[src/hdl/text_console_writer_assert.svh]
// Assertion macros used by the text console writer RTL.
`ifndef TEXT_CONSOLE_WRITER_ASSERT_SVH
`define TEXT_CONSOLE_WRITER_ASSERT_SVH

// Same-cycle implication, sampled on i_clk, off while i_rst_n is low.
`define TCW_ASSERT_NOW(lbl, ante, cons, msg) \
    lbl: assert property (@(posedge i_clk) disable iff (!i_rst_n) (ante) |-> (cons)) \
        else $error(msg);

// Next-cycle implication, sampled on i_clk, off while i_rst_n is low.
`define TCW_ASSERT_NEXT(lbl, ante, cons, msg) \
    lbl: assert property (@(posedge i_clk) disable iff (!i_rst_n) (ante) |=> (cons)) \
        else $error(msg);

`endif

[src/hdl/tcw_pkg.sv]
// Package: types and constants of the text console writer.
package tcw_pkg;

    localparam int CMD_W       = 3;
    localparam int BYTE_W      = 8;
    localparam int ADDR_IN_W   = 11;
    localparam int OUT_COL_W   = 7;
    localparam int OUT_ROW_W   = 5;
    localparam int OUT_LIN_W   = 11;
    localparam int CELL_W      = 16;
    localparam int IN_TDATA_W  = 48;
    localparam int OUT_TDATA_W = 40;

    localparam int APB_ADDR_W  = 3;
    localparam int APB_DATA_W  = 32;

    localparam logic [BYTE_W-1:0] NEWLINE_CODE      = 8'h0A;
    localparam logic [BYTE_W-1:0] BLANK_CODE        = 8'h20;
    localparam logic [BYTE_W-1:0] DEFAULT_ATTR_INIT = 8'h07;

    // register index, taken from paddr[2]
    localparam logic REG_DEFAULT_ATTR = 1'b0;

    typedef enum logic [CMD_W-1:0] {
        CMD_PUT   = 3'd0,
        CMD_CLEAR = 3'd1,
        CMD_SET   = 3'd2,
        CMD_ERASE = 3'd3,
        CMD_READ  = 3'd4
    } t_cmd;

    typedef enum logic [2:0] {
        S_IDLE,
        S_EXEC,
        S_SCROLL,
        S_FILL,
        S_RDWAIT,
        S_DONE
    } t_state;

endpackage

[src/hdl/tcw_apb_regs.sv]
// APB configuration register block: default attribute.
module tcw_apb_regs (
    input  logic                                i_clk,
    input  logic                                i_rst_n,
    input  logic                                psel,
    input  logic                                penable,
    input  logic                                pwrite,
    input  logic [tcw_pkg::APB_ADDR_W-1:0]      paddr,
    input  logic [tcw_pkg::APB_DATA_W-1:0]      pwdata,
    output logic [tcw_pkg::APB_DATA_W-1:0]      prdata,
    output logic                                pready,
    output logic [tcw_pkg::BYTE_W-1:0]          o_default_attr
);

    logic [tcw_pkg::BYTE_W-1:0] r_default_attr;
    logic                       wr_default;

    assign pready     = 1'b1;
    assign wr_default = psel && penable && pwrite &&
                        (paddr[2] == tcw_pkg::REG_DEFAULT_ATTR);

    always_ff @(posedge i_clk) begin
        if (!i_rst_n) begin
            r_default_attr <= tcw_pkg::DEFAULT_ATTR_INIT;
        end else if (wr_default) begin
            r_default_attr <= pwdata[tcw_pkg::BYTE_W-1:0];
        end
    end

    always_comb begin
        if (paddr[2] == tcw_pkg::REG_DEFAULT_ATTR) begin
            prdata = {{(tcw_pkg::APB_DATA_W-tcw_pkg::BYTE_W){1'b0}}, r_default_attr};
        end else begin
            prdata = '0;
        end
    end

    assign o_default_attr = r_default_attr;

endmodule

[config.mk]
export PLATFORM = sky130hd
export DESIGN_NAME = tcw_apb_regs
export DESIGN_NICKNAME = d
export VERILOG_FILES = /design/src/hdl/text_console_writer_assert.svh /design/src/hdl/tcw_pkg.sv /design/src/hdl/tcw_apb_regs.sv
export SDC_FILE = /design/constraint.sdc
export NUM_CORES = 1
export LEC_CHECK = 0
export BUFFER_PORTS_ARGS = -buffer_cell sky130_fd_sc_hd__buf_4
export CORE_MARGIN = 4
export CORE_UTILIZATION = 33
export CTS_CLUSTER_DIAMETER = 120
export DETAILED_ROUTE_END_ITERATION = 6
export PLACE_DENSITY_LB_ADDON = 0.08
export SYNTH_ARGS = -nofsm -noshare
export SYNTH_HDL_FRONTEND = slang
export SYNTH_SLANG_ARGS = --single-unit
[constraint.sdc]
create_clock -name i_clk -period 1.7 [get_ports i_clk]
set_input_delay 0.34 -clock i_clk [delete_from_list [all_inputs] [get_ports i_clk]]
set_output_delay 0.34 -clock i_clk [all_outputs]
set_load 0.02 [all_outputs]
==> results.json <==
{
  "drv_slew": 0,
  "ctsHoldBuffers": 0,
  "start_util_pct": 35.1,
  "ant_nets": 0,
  "status": "finished clean",
  "internal_power_mw": 0.318,
  "syn_to_final_growth_pct": 26.9,
  "regToRegEndpoint": "o_default_attr[0]",
  "hold_path.class": "input port to flop",
  "setup_ws_ns": 0.442,
  "synth_cell_types": 10,
  "worst-r2r-cell-count": 2,
  "p_leak_nw": 0.398,
  "ys_seq_area_share_pct": 26.4,
  "worstPathArrival_ns": 0.92,
  "maxCapViolCount": 0,
  "fmax_mhz": 795,
  "clk_path_buf_depth": 2,
  "dr_total_vias": 444,
  "routedWlPerCell_microns": 9.48,
  "portBuffers": 29,
  "nNetsFinal": 141,
  "htreeDepth": 1,
  "rsz0062_at_grt": "no",
  "fp.dieArea_sq_um": 2580,
  "clk_latency_ns": 0.24,
  "std_cell_rows": 15,
  "cp-end-kind": "output port",
  "power_frac_comb_pct": 27.7,
  "cp_top_family": "flip-flops",
  "finalHoldViolCount": 0,
  "p_per_area_nw_per_um2": 605,
  "pwr-share-clk_pct": 30.3,
  "largest_reg_flops": 8,
  "drc": 0,
  "path_class": "flop to output port",
  "die_w_microns": 50.8,
  "cts_sinks": 8,
  "ys_seq_elements": 8,
  "setup_viol": 0,
  "vias_per_cell": 3.58,
  "postCtsSetupRepairBufs": 0,
  "holdWs_ns": 0.344,
  "r2r_slack_ns": 1.10,
  "avgSynthCellArea_sq_um": 8.65,
  "antenna_found_initial": 0,
  "slowest_stage": "dfxtp_1",
  "diodes": 0,
  "totalWireLength_microns": 1180,
  "min_period_ns": 1.26,
  "crit_chain": "and2b_2 > buf_4",
  "switchingPower_mw": 0.147,
  "cts-resized-gates": 0,
  "hold_depth": 3,
  "grtUsageTotal_pct": 9.94,
  "cts.clk_slew.worst_paths_ns": 0.05,
  "max_stage_delay_ns": 0.32,
  "synth_warnings": 0,
  "start_kind": "flop",
  "grt_pass1_vias": 437,
  "path_max_fanout": 3,
  "drt-initial-drc-count": 0,
  "dr.pass1.iters": 1,
  "grt_pass1_wl_microns": 1860,
  "seq_power_share_pct": 41.9,
  "period_share_pct": 74.0,
  "finClkSkew_ns": 0,
  "grt_overflow": 0,
  "drive_gt1_share_pct": 41.4,
  "reg2reg_from": "o_default_attr[0]",
  "crit_buf_inv": 1,
  "core_sq_um": 1730,
  "syn_area_sq_um": 606,
  "ir_drop_mv": 0.320,
  "io_pins": 81,
  "finalSetupTns_ns": 0,
  "tritoncts": "done",
  "clockRootBuffer": "clkbuf_4",
  "numCtsBuffers": 3,
  "die_h_microns": 50.8,
  "swShare_pct": 31.6,
  "gp_congestion": 0.594,
  "worstHoldStart": "pwdata[1]",
  "synth_cells": 70,
  "worst_hold_path.endpoint": "o_default_attr[1]",
  "worstPathRequired_ns": 1.36,
  "place_ws_ns": 0.499,
  "grt_max_degree": 17,
  "hpwl_microns": 946,
  "post-route-util_pct": 44.5
}
tightest hold or removal path, cell delays in order:
cell	delay, ns
buf_4	0.08
nor2b_1	0.03
mux2i_1	0.10
cell usage after synthesis:
master | count | area, sq um
nor2b_1 | 6 | 37.5
dfxtp_1 | 8 | 160
conb_1 | 2 | 7.51
buf_6 | 1 | 11.3
buf_4 | 25 | 188
clkbuf_1 | 1 | 3.75
and2b_2 | 8 | 70.1
mux2i_1 | 8 | 80.1
nand2_1 | 10 | 37.5
and4b_1 | 1 | 10.0
layout make-up:
class	count	area, sq um
repair buffers	30	225
fillers	199	958
clock buffers	3	22.5
multi-input cells	58	329
well taps	25	31.3
flip-flops and latches	8	160
worst max-delay path by stage:
stage	startpoint	endpoint	slack, ns	depth (start not counted)
6_report	o_default_attr[5]	prdata[5]	0.44	2
2_1_floorplan	o_default_attr[0]	prdata[0]	0.69	1
4_1_cts	o_default_attr[5]	prdata[5]	0.43	2
3_3_place_gp	paddr[2]	prdata[5]	0.49	3
3_5_place_dp	paddr[2]	prdata[5]	0.50	3
5_1_grt	o_default_attr[7]	prdata[7]	0.39	2
power by group through the flow:
stage | registers (mW) | clock network (mW) | logic [mW]
after CTS | 0.195 | 0.150 | 0.129
after global placement | 0.199 | 0 | 0.129
after detailed placement | 0.199 | 0 | 0.129
after floorplan | 0.203 | 0 | 0.124
after global routing | 0.195 | 0.168 | 0.139
final | 0.195 | 0.141 | 0.129
routing by layer:
| layer | track usage (%) | vias up | routed length, microns |
|---|---|---|---|
| met3 | 4.66 | 0 | 135 |
| met4 | 5.38 | 0 | 0 |
| met5 | 0 | - | 0 |
| met1 | 11.4 | 192 | 472 |
| met2 | 15.2 | 27 | 568 |
| li1 | - | 225 | - |
stage by stage:
stage               total power [mW]  cell area (sq um)  cells
floorplan                      0.328                692     93
global placement               0.327                746    121
detailed placement             0.328                746    121
CTS                            0.474                768    124
global route                   0.503                768    124
finish                         0.465                768    124
cells by family (layout without fill, tap and decap cells):
family | after synthesis | count (layout) | synth area share, %
buf+inv | 27 | 33 | 33.5
flops | 8 | 8 | 26.4
mux | 8 | 8 | 13.2
simple gates | 25 | 25 | 25.6
other cells | 2 | 25 | 1.24
cells in the final DEF (no fill, tap or decap):
master | netlist | final
conb_1 | 2 | 25
mux2i_1 | 8 | 8
buf_4 | 25 | 30
nor2b_1 | 6 | 6
and2b_2 | 8 | 8
nand2_1 | 10 | 10
clkbuf_4 | 0 | 3
dfxtp_1 | 8 | 8
and4b_1 | 1 | 1
(Power assumes the default switching activity.)
